`config.mk`:
```
export PLATFORM = sky130hd
export DESIGN_NAME = least_loaded_bin_selector
export DESIGN_NICKNAME = d
export VERILOG_FILES = /design/src/rtl/core/lbs_pkg.sv /design/src/rtl/core/lbs_ctrl.sv /design/src/rtl/core/lbs_dp.sv /design/src/rtl/core/least_loaded_bin_selector.sv
export SDC_FILE = /design/constraint.sdc
export NUM_CORES = 1
export LEC_CHECK = 0
export ABC_CLOCK_PERIOD_IN_PS = 8800
export BUFFER_PORTS_ARGS = -buffer_cell sky130_fd_sc_hd__buf_2
export CAP_MARGIN = 10
export CELL_PAD_IN_SITES_DETAIL_PLACEMENT = 0
export CELL_PAD_IN_SITES_GLOBAL_PLACEMENT = 2
export CORE_MARGIN = 2
export CORE_UTILIZATION = 30
export CTS_CLUSTER_DIAMETER = 80
export CTS_CLUSTER_SIZE = 28
export DETAILED_ROUTE_END_ITERATION = 16
export GPL_ROUTABILITY_DRIVEN = 0
export PLACE_DENSITY_LB_ADDON = 0.05
export REMOVE_ABC_BUFFERS = 1
export SLEW_MARGIN = 20
export SYNTH_ARGS = -nofsm -noshare
export SYNTH_HDL_FRONTEND = slang
export SYNTH_SLANG_ARGS = --single-unit
```
`constraint.sdc`:
```
create_clock -name clk -period 8.8 [get_ports clk]
set_input_delay 0.88 -clock clk [delete_from_list [all_inputs] [get_ports clk]]
set_output_delay 0.88 -clock clk [all_outputs]
set_load 0.005 [all_outputs]
```
`src/rtl/core/lbs_pkg.sv`:
```
// shared types and defaults for the least loaded bin selector
// used by lbs_ctrl, lbs_dp and the top level; no dependencies
package lbs_pkg;

  localparam int DEF_MAX_BINS   = 64;
  localparam int DEF_LOAD_WIDTH = 16;
  localparam int BIN_W          = 7;
  localparam logic [BIN_W-1:0] BINS_RESET = 7'd64;

  // controller to datapath
  typedef struct packed {
    logic clear;   // write zero at the clearing counter and advance it
    logic start;   // transaction accepted, set up the scan
    logic read;    // read the next load entry
    logic commit;  // write back the incremented load and load the output
  } lbs_cmd_t;

  // datapath to controller
  typedef struct packed {
    logic clr_last;  // clearing counter at the last entry
    logic last;      // this read is the final one of the scan
    logic out_free;  // output register can take a result this cycle
  } lbs_status_t;

endpackage

```
`src/rtl/core/lbs_ctrl.sv`:
```
// sequencing state machine for the least loaded bin selector
// depends on lbs_pkg for the command and status structs
module lbs_ctrl import lbs_pkg::*; (
  input  logic        clk,
  input  logic        rst,
  input  logic        in_valid,
  output logic        in_ready,
  input  lbs_status_t status,
  output lbs_cmd_t    cmd
);

  typedef enum logic [4:0] {
    ST_CLEAR  = 5'b00001,
    ST_IDLE   = 5'b00010,
    ST_SCAN   = 5'b00100,
    ST_SETTLE = 5'b01000,
    ST_WRITE  = 5'b10000
  } state_t;

  state_t state;
  state_t state_next;

  always_ff @(posedge clk) begin
    if (rst) begin
      state <= ST_CLEAR;
    end else begin
      state <= state_next;
    end
  end

  always_comb begin
    state_next = state;
    cmd        = '0;
    in_ready   = 1'b0;
    unique case (state)
      ST_CLEAR: begin
        cmd.clear = 1'b1;
        if (status.clr_last) begin
          state_next = ST_IDLE;
        end
      end
      ST_IDLE: begin
        in_ready = 1'b1;
        if (in_valid) begin
          cmd.start  = 1'b1;
          state_next = ST_SCAN;
        end
      end
      ST_SCAN: begin
        cmd.read = 1'b1;
        if (status.last) begin
          state_next = ST_SETTLE;
        end
      end
      // last read data is compared in this cycle
      ST_SETTLE: begin
        state_next = ST_WRITE;
      end
      ST_WRITE: begin
        if (status.out_free) begin
          cmd.commit = 1'b1;
          state_next = ST_IDLE;
        end
      end
      default: begin
        state_next = ST_CLEAR;
      end
    endcase
  end

endmodule

```
`src/rtl/core/lbs_dp.sv`:
```
// datapath: load memory, scan and minimum tracking, config and output registers
// depends on lbs_pkg; driven by lbs_ctrl
module lbs_dp import lbs_pkg::*; #(
  parameter int MAX_BINS   = DEF_MAX_BINS,
  parameter int LOAD_WIDTH = DEF_LOAD_WIDTH
) (
  input  logic              clk,
  input  logic              rst,
  input  lbs_cmd_t          cmd,
  output lbs_status_t       status,
  input  logic [BIN_W-1:0]  target_bin,
  input  logic              cfg_we,
  input  logic [BIN_W-1:0]  cfg_wdata,
  input  logic              out_ready,
  output logic              out_valid,
  output logic [BIN_W-1:0]  chosen_bin
);

  localparam int IDX_W   = $clog2(MAX_BINS);
  localparam int NUM_W   = $clog2(MAX_BINS + 1);
  localparam int CNT_W   = (NUM_W > BIN_W) ? NUM_W : BIN_W;
  localparam int SUM_W   = (IDX_W + 1 > BIN_W) ? IDX_W + 1 : BIN_W;
  localparam logic [IDX_W-1:0] LAST_ENTRY = IDX_W'(MAX_BINS - 1);
  localparam logic [CNT_W-1:0] MAX_CNT    = CNT_W'(MAX_BINS);

  logic [LOAD_WIDTH-1:0] mem [MAX_BINS];

  logic [BIN_W-1:0]      bins_in_use;
  logic [IDX_W-1:0]      clr_idx;
  logic [IDX_W-1:0]      scan_idx;
  logic                  named;
  logic                  first_pend;
  logic                  rd_valid;
  logic                  rd_first;
  logic [IDX_W-1:0]      rd_idx;
  logic [LOAD_WIDTH-1:0] rd_data;
  logic [IDX_W-1:0]      best_idx;
  logic [LOAD_WIDTH-1:0] best_load;

  logic [CNT_W-1:0]      cfg_ext;
  logic [CNT_W-1:0]      n_active;
  logic [CNT_W-1:0]      tgt_ext;
  logic                  target_ok;
  logic [IDX_W-1:0]      target_slot;
  logic [IDX_W-1:0]      last_idx;
  logic                  mem_we;
  logic [IDX_W-1:0]      mem_wa;
  logic [LOAD_WIDTH-1:0] mem_wd;
  logic [SUM_W-1:0]      bin_num;

  // clamp the active count to 1..MAX_BINS
  always_comb begin
    cfg_ext = CNT_W'(bins_in_use);
    if (cfg_ext == '0) begin
      n_active = CNT_W'(1);
    end else if (cfg_ext > MAX_CNT) begin
      n_active = MAX_CNT;
    end else begin
      n_active = cfg_ext;
    end
    tgt_ext     = CNT_W'(target_bin);
    target_ok   = (tgt_ext != '0) && (tgt_ext <= n_active);
    target_slot = IDX_W'(tgt_ext - CNT_W'(1));
    last_idx    = IDX_W'(n_active - CNT_W'(1));
  end

  assign status.clr_last = (clr_idx == LAST_ENTRY);
  assign status.last     = named || (scan_idx == last_idx);
  assign status.out_free = !out_valid || out_ready;

  always_comb begin
    mem_we = cmd.clear || cmd.commit;
    mem_wa = cmd.clear ? clr_idx : best_idx;
    if (cmd.clear) begin
      mem_wd = '0;
    end else if (best_load == '1) begin
      mem_wd = best_load;  // saturated
    end else begin
      mem_wd = best_load + LOAD_WIDTH'(1);
    end
  end

  always_ff @(posedge clk) begin
    if (mem_we) begin
      mem[mem_wa] <= mem_wd;
    end
    rd_data <= mem[scan_idx];
  end

  always_ff @(posedge clk) begin
    if (rst) begin
      bins_in_use <= BINS_RESET;
      clr_idx     <= '0;
      first_pend  <= 1'b0;
      rd_valid    <= 1'b0;
      out_valid   <= 1'b0;
    end else begin
      if (cfg_we) begin
        bins_in_use <= cfg_wdata;
      end
      if (cmd.clear) begin
        clr_idx <= clr_idx + IDX_W'(1);
      end
      if (cmd.start) begin
        first_pend <= 1'b1;
      end else if (cmd.read) begin
        first_pend <= 1'b0;
      end
      rd_valid <= cmd.read;
      if (cmd.commit) begin
        out_valid <= 1'b1;
      end else if (out_ready) begin
        out_valid <= 1'b0;
      end
    end
  end

  assign bin_num = SUM_W'(best_idx) + SUM_W'(1);

  always_ff @(posedge clk) begin
    if (cmd.start) begin
      named    <= target_ok;
      scan_idx <= target_ok ? target_slot : '0;
    end else if (cmd.read) begin
      scan_idx <= scan_idx + IDX_W'(1);
    end
    rd_first <= first_pend;
    rd_idx   <= scan_idx;
    // strict compare keeps the lowest index on a tie
    if (rd_valid && (rd_first || (rd_data < best_load))) begin
      best_load <= rd_data;
      best_idx  <= rd_idx;
    end
    if (cmd.commit) begin
      chosen_bin <= bin_num[BIN_W-1:0];
    end
  end

endmodule

```
`src/rtl/core/least_loaded_bin_selector.sv`:
```
// Least loaded bin selector. Each request names a bin (1..active count) or
// gives zero or any out-of-range value for automatic choice, which picks the
// active bin with the smallest load, lowest index on a tie; the chosen bin's
// load rises by one, saturating, and its number is returned. Loads sit in a
// memory with one write and one read port that is read one entry per cycle
// during a scan; a named request reads only its own entry, an automatic one
// reads every active entry. After reset a clearing pass zeroes every load
// entry; in_ready stays low until it ends. A new transaction may be taken
// while the previous result waits in the output register.
// depends on lbs_pkg, lbs_ctrl and lbs_dp
module least_loaded_bin_selector import lbs_pkg::*; #(
  parameter int MAX_BINS   = DEF_MAX_BINS,
  parameter int LOAD_WIDTH = DEF_LOAD_WIDTH
) (
  input  logic             clk,
  input  logic             rst,
  input  logic             in_valid,
  output logic             in_ready,
  input  logic [BIN_W-1:0] target_bin,
  output logic             out_valid,
  input  logic             out_ready,
  output logic [BIN_W-1:0] chosen_bin,
  input  logic             cfg_we,
  input  logic [BIN_W-1:0] cfg_wdata
);

  lbs_cmd_t    cmd;
  lbs_status_t status;

  lbs_ctrl u_ctrl (
    .clk      (clk),
    .rst      (rst),
    .in_valid (in_valid),
    .in_ready (in_ready),
    .status   (status),
    .cmd      (cmd)
  );

  lbs_dp #(
    .MAX_BINS   (MAX_BINS),
    .LOAD_WIDTH (LOAD_WIDTH)
  ) u_dp (
    .clk        (clk),
    .rst        (rst),
    .cmd        (cmd),
    .status     (status),
    .target_bin (target_bin),
    .cfg_we     (cfg_we),
    .cfg_wdata  (cfg_wdata),
    .out_ready  (out_ready),
    .out_valid  (out_valid),
    .chosen_bin (chosen_bin)
  );

endmodule

```
==> impl_metrics.csv <==
group,metric,value,unit
run_status,outcome,"complete, no violations",
sta,max-slew-margin-rel,22.98,%
sta,report.final.hold_viol_count,0,
global_route,globalRoute.totalOverflow,0,
drt,remaining_drc_errors,0,
logic_synthesis,synth_top_flop_cell,"sky130_fd_sc_hd__edfxtp_1",
clocking,numClockSinks,1104,
worst_hold_path,min_to,"u_dp.rd_first$_DFF_P_",
global_route,first_global_vias,21433,
floorplan,initial_core_util,30.11,%
sta,timing.final.max_slew_violations,0,
logic_synthesis,distinct_cell_type_count_of_the_synthesized_netlist,56,
global_route,grt_max_degree,127,
clocking,cts_buffers,61,
placed_design,post_dp_cell_area,46020,um2
placed_design,place.detailed.instances,4006,
power_and_ir_drop,cellPowerDensity,203.6,nW/um2
placed_design,place_hpwl,77.29,mm
critical_path,endpoint_kind,"register",
clocking,clk_path_buf_depth,3,
sta,grt_setup_unrepaired,"false",
sta,fin_setup_tns,0,ns
critical_path,crit_path_max_fanout,33,
floorplan,top_level_ports,28,
critical_path,cp_common_cell,"sky130_fd_sc_hd__a21oi_1",
clocking,holdBufCountCts,0,
clocking,postCtsResizedCells,0,
global_route,first_pass_grt_wire_length,174.0,mm
sta,fin_skew,0.03461,ns
worst_hold_path,hp-class,"reg -> reg",
clocking,worst_setup_hold_path_clk_slew,0.10,ns
sta,worst-slew-pin-transition,1.150,ns
drt,post_drt_wl_per_cell,30.43,um
logic_synthesis,synth_seq_cells,1104,
final_layout,area_delta_synth_final,12.01,%
clocking,ctsHtreeMaxLevel,2,
drt,antenna_left,0,
power_and_ir_drop,ir_worst_vdd,0.0001708,V
global_route,antenna_found_initial,18,
drt,wirelength,125.5,mm
drt,drtPass1Iterations,5,
floorplan,floorplan.die.width,383.0,um
logic_synthesis,ys_seq_area_share,75.91,%
critical_path,critical_path.top_delay_family,"simple AND/OR/NAND/NOR gates",
sta,finalCritPeriodShare,45.91,%
critical_path,worstReg2RegEnd,"u_dp.mem[2][8]$_DFFE_PP_",
run,timing.max_cap.violations,0,
final_layout,layoutNonFillerInstCount,4125,
logic_synthesis,synth_top_area_cell,"sky130_fd_sc_hd__edfxtp_1",
clocking,clock-root-buffer,"sky130_fd_sc_hd__clkbuf_16",
clocking,cts.repair_timing.setup_buffer_count,0,
critical_path,startpoint_type,"register",
final_layout,nFillCells,13466,
logic_synthesis,synth_cells,2123,
logic_synthesis,synth.most_common_cell,"sky130_fd_sc_hd__edfxtp_1",
final_layout,post_route_cells_drive_above_1_share,24.25,%
critical_path,path_cells,"ha_1, nand2_1, nor3_1, nand3_1, a21oi_1, a21oi_1, nor2_4, buf_4",
drt,route.detailed.vias_per_inst,5.019,
logic_synthesis,ys_top_cells_by_count,"1060 x sky130_fd_sc_hd__edfxtp_1, 249 x sky130_fd_sc_hd__mux4_2, 128 x sky130_fd_sc_hd__a22oi_1",
global_route,groute.usage.overall,17.02,%
floorplan,die_ar,146700,um2
critical_path,worst-endpoint-required,9.25,ns
power_and_ir_drop,power.static_leakage,14.99,nW
logic_synthesis,yosysWarnings,0,
logic_synthesis,avgSynthCellArea,20.30,um2
drt,routed-via-count,20704,
floorplan,die-height,383.0,um
floorplan,std_cell_rows,139,
critical_path,regToRegStartpoint,"u_dp.best_load[1]$_DFFE_PP_",
logic_synthesis,yosysTopAreaCellShare,73.86,%
final_layout,postLayoutCellArea,48270,um2
logic_synthesis,synth_async_sr_flop_share,0,%
worst_hold_path,timing.hold.worst_path_depth,0,
critical_path,max_stage_delay,0.71,ns
logic_synthesis,synth_area,43090,um2
critical_path,library_cell_contributing_the_largest_single_delay_on_the_critical_path,"sky130_fd_sc_hd__nor2_4",
sta,finalSetupViolCount,0,
critical_path,ff2ff_setup_slack,4.76,ns
logic_synthesis,synth-edff-count,1060,
placed_design,placement.io_buffers,27,
worst_hold_path,hold_path.startpoint,"u_dp.first_pend$_SDFFE_PP0P_",
logic_synthesis,netlist_top_cells_area,"sky130_fd_sc_hd__edfxtp_1 74%, sky130_fd_sc_hd__mux4_2 13%, sky130_fd_sc_hd__a22oi_1 2.2%",
final_layout,fin_nets,2214,
critical_path,path_buf_inv,1,
critical_path,worstRegToRegCells,8,
critical_path,arrival,4.49,ns
critical_path,path_class,"reg -> reg",
floorplan,core_area,143100,um2
sta,maxClockFrequency,247.5,MHz
sta,post-route-min-period,4.040,ns
clocking,tritoncts,"done",
drt,detail_route.iter0.violations,1613,
clocking,worst_skew_late_latency,0.71,ns
-- cell usage in the layout, fill, tap and decap left out, types with 18 or more instances in the layout --
master,count
sky130_fd_sc_hd__dfxtp_1,44
sky130_fd_sc_hd__clkbuf_16,61
sky130_fd_sc_hd__a21oi_1,83
sky130_fd_sc_hd__nor2_2,18
sky130_fd_sc_hd__ha_1,28
sky130_fd_sc_hd__buf_4,66
sky130_fd_sc_hd__mux4_2,249
sky130_fd_sc_hd__buf_2,27
sky130_fd_sc_hd__nor2_4,30
sky130_fd_sc_hd__nand3_1,18
sky130_fd_sc_hd__a22oi_1,128
sky130_fd_sc_hd__nand2_1,41
sky130_fd_sc_hd__nor2_1,49
sky130_fd_sc_hd__xnor2_1,21
sky130_fd_sc_hd__nor3_1,20
sky130_fd_sc_hd__inv_1,24
sky130_fd_sc_hd__or4_1,19
sky130_fd_sc_hd__edfxtp_1,1060
-- final cells by class --
type                       instances  area, um2  area share (%)
sequential                      1104      32710           67.77
multi-input combinational        876      10150           21.04
tap                             1903       2381           4.933
clock buffer                      65       1551           3.214
timing repair buffer              99      737.0           1.527
clock inverter                    50      631.9           1.309
inverter                          25      93.84          0.1944
antenna                            3      7.507         0.01555
-- worst max path at each step --
stage          cells after the start  slack, ns                   endpoint                         from
4_1_cts                            6       4.73   u_dp.mem[8][2]$_DFFE_PP_  u_dp.best_load[0]$_DFFE_PP_
3_3_place_gp                       6       4.72  u_dp.mem[53][7]$_DFFE_PP_                    out_ready
5_1_grt                            8       4.50   u_dp.mem[2][8]$_DFFE_PP_  u_dp.best_load[1]$_DFFE_PP_
2_1_floorplan                      4      -2.93    u_dp.rd_data[6]$_DFF_P_   u_dp.scan_idx[0]$_DFFE_PP_
3_5_place_dp                       6       4.62  u_dp.mem[35][4]$_DFFE_PP_                    out_ready
6_report                           8       4.76   u_dp.mem[2][8]$_DFFE_PP_  u_dp.best_load[1]$_DFFE_PP_
-- report_power, final --
part	switching [W]	internal, W	leakage (nW)
registers	0.0000343	0.00590	10.3
logic	0.000355	0.0000996	3.65
clock network	0.00196	0.00148	1.05
-- logic make-up (layout without fill, tap and decap cells) --
group / count (synthesis) / count (layout) / share of synthesized area, %
flip-flops: 1104 / 1104 / 75.91
buffers and inverters: 143 / 239 / 1.571
multiplexers: 264 / 264 / 13.65
AND/OR/NAND/NOR: 270 / 270 / 3.115
adder cells (fa/ha/maj): 28 / 28 / 0.8130
AO/OA/AOI/OAI: 281 / 281 / 4.268
other: 0 / 3 / 0
XOR/XNOR: 33 / 33 / 0.6707
-- registers in the layout, indices dropped and copies added (netlist names), 5 cells and up --
name and flops:
u_dp.mem 1024, u_dp.best_load 16, u_dp.rd_data 16, u_dp.bins_in_use 7, u_dp.chosen_bin 7, u_dp.best_idx 6, u_dp.clr_idx 6, u_dp.rd_idx 6
u_dp.scan_idx 6, u_ctrl.state 5
-- layer usage --
metal	global-route usage, %	vias to the layer above	wire length (um)
met4	3.959	2	2796
met2	27.96	362	60500
met3	2.013	110	4102
met5	0	-	7
met1	24.18	11322	58120
li1	-	8908	-
-- metrics by stage --
stage                     hold slack [ns]  total power, W  setup WS, ns  utilization [%]
after CTS                          0.3522        0.009970         4.729            33.68
after floorplan                    0.3306        0.006259        -2.929                -
final                              0.3567        0.009830         4.760            33.72
after global routing               0.3650         0.01017         4.501            33.72
after detailed placement           0.3423        0.006527         4.622            32.15
after global placement             0.3400        0.006506         4.719            32.11
-- worst register-to-register path, cell delays in order, from the launching register on --
cell and delay (ns):
sky130_fd_sc_hd__edfxtp_1 0.43, sky130_fd_sc_hd__ha_1 0.27, sky130_fd_sc_hd__nand2_1 0.13, sky130_fd_sc_hd__nor3_1 0.64
sky130_fd_sc_hd__nand3_1 0.63, sky130_fd_sc_hd__a21oi_1 0.32, sky130_fd_sc_hd__a21oi_1 0.09, sky130_fd_sc_hd__nor2_4 0.71
sky130_fd_sc_hd__buf_4 0.53
Note: power is estimated with default switching activity, not from simulation.
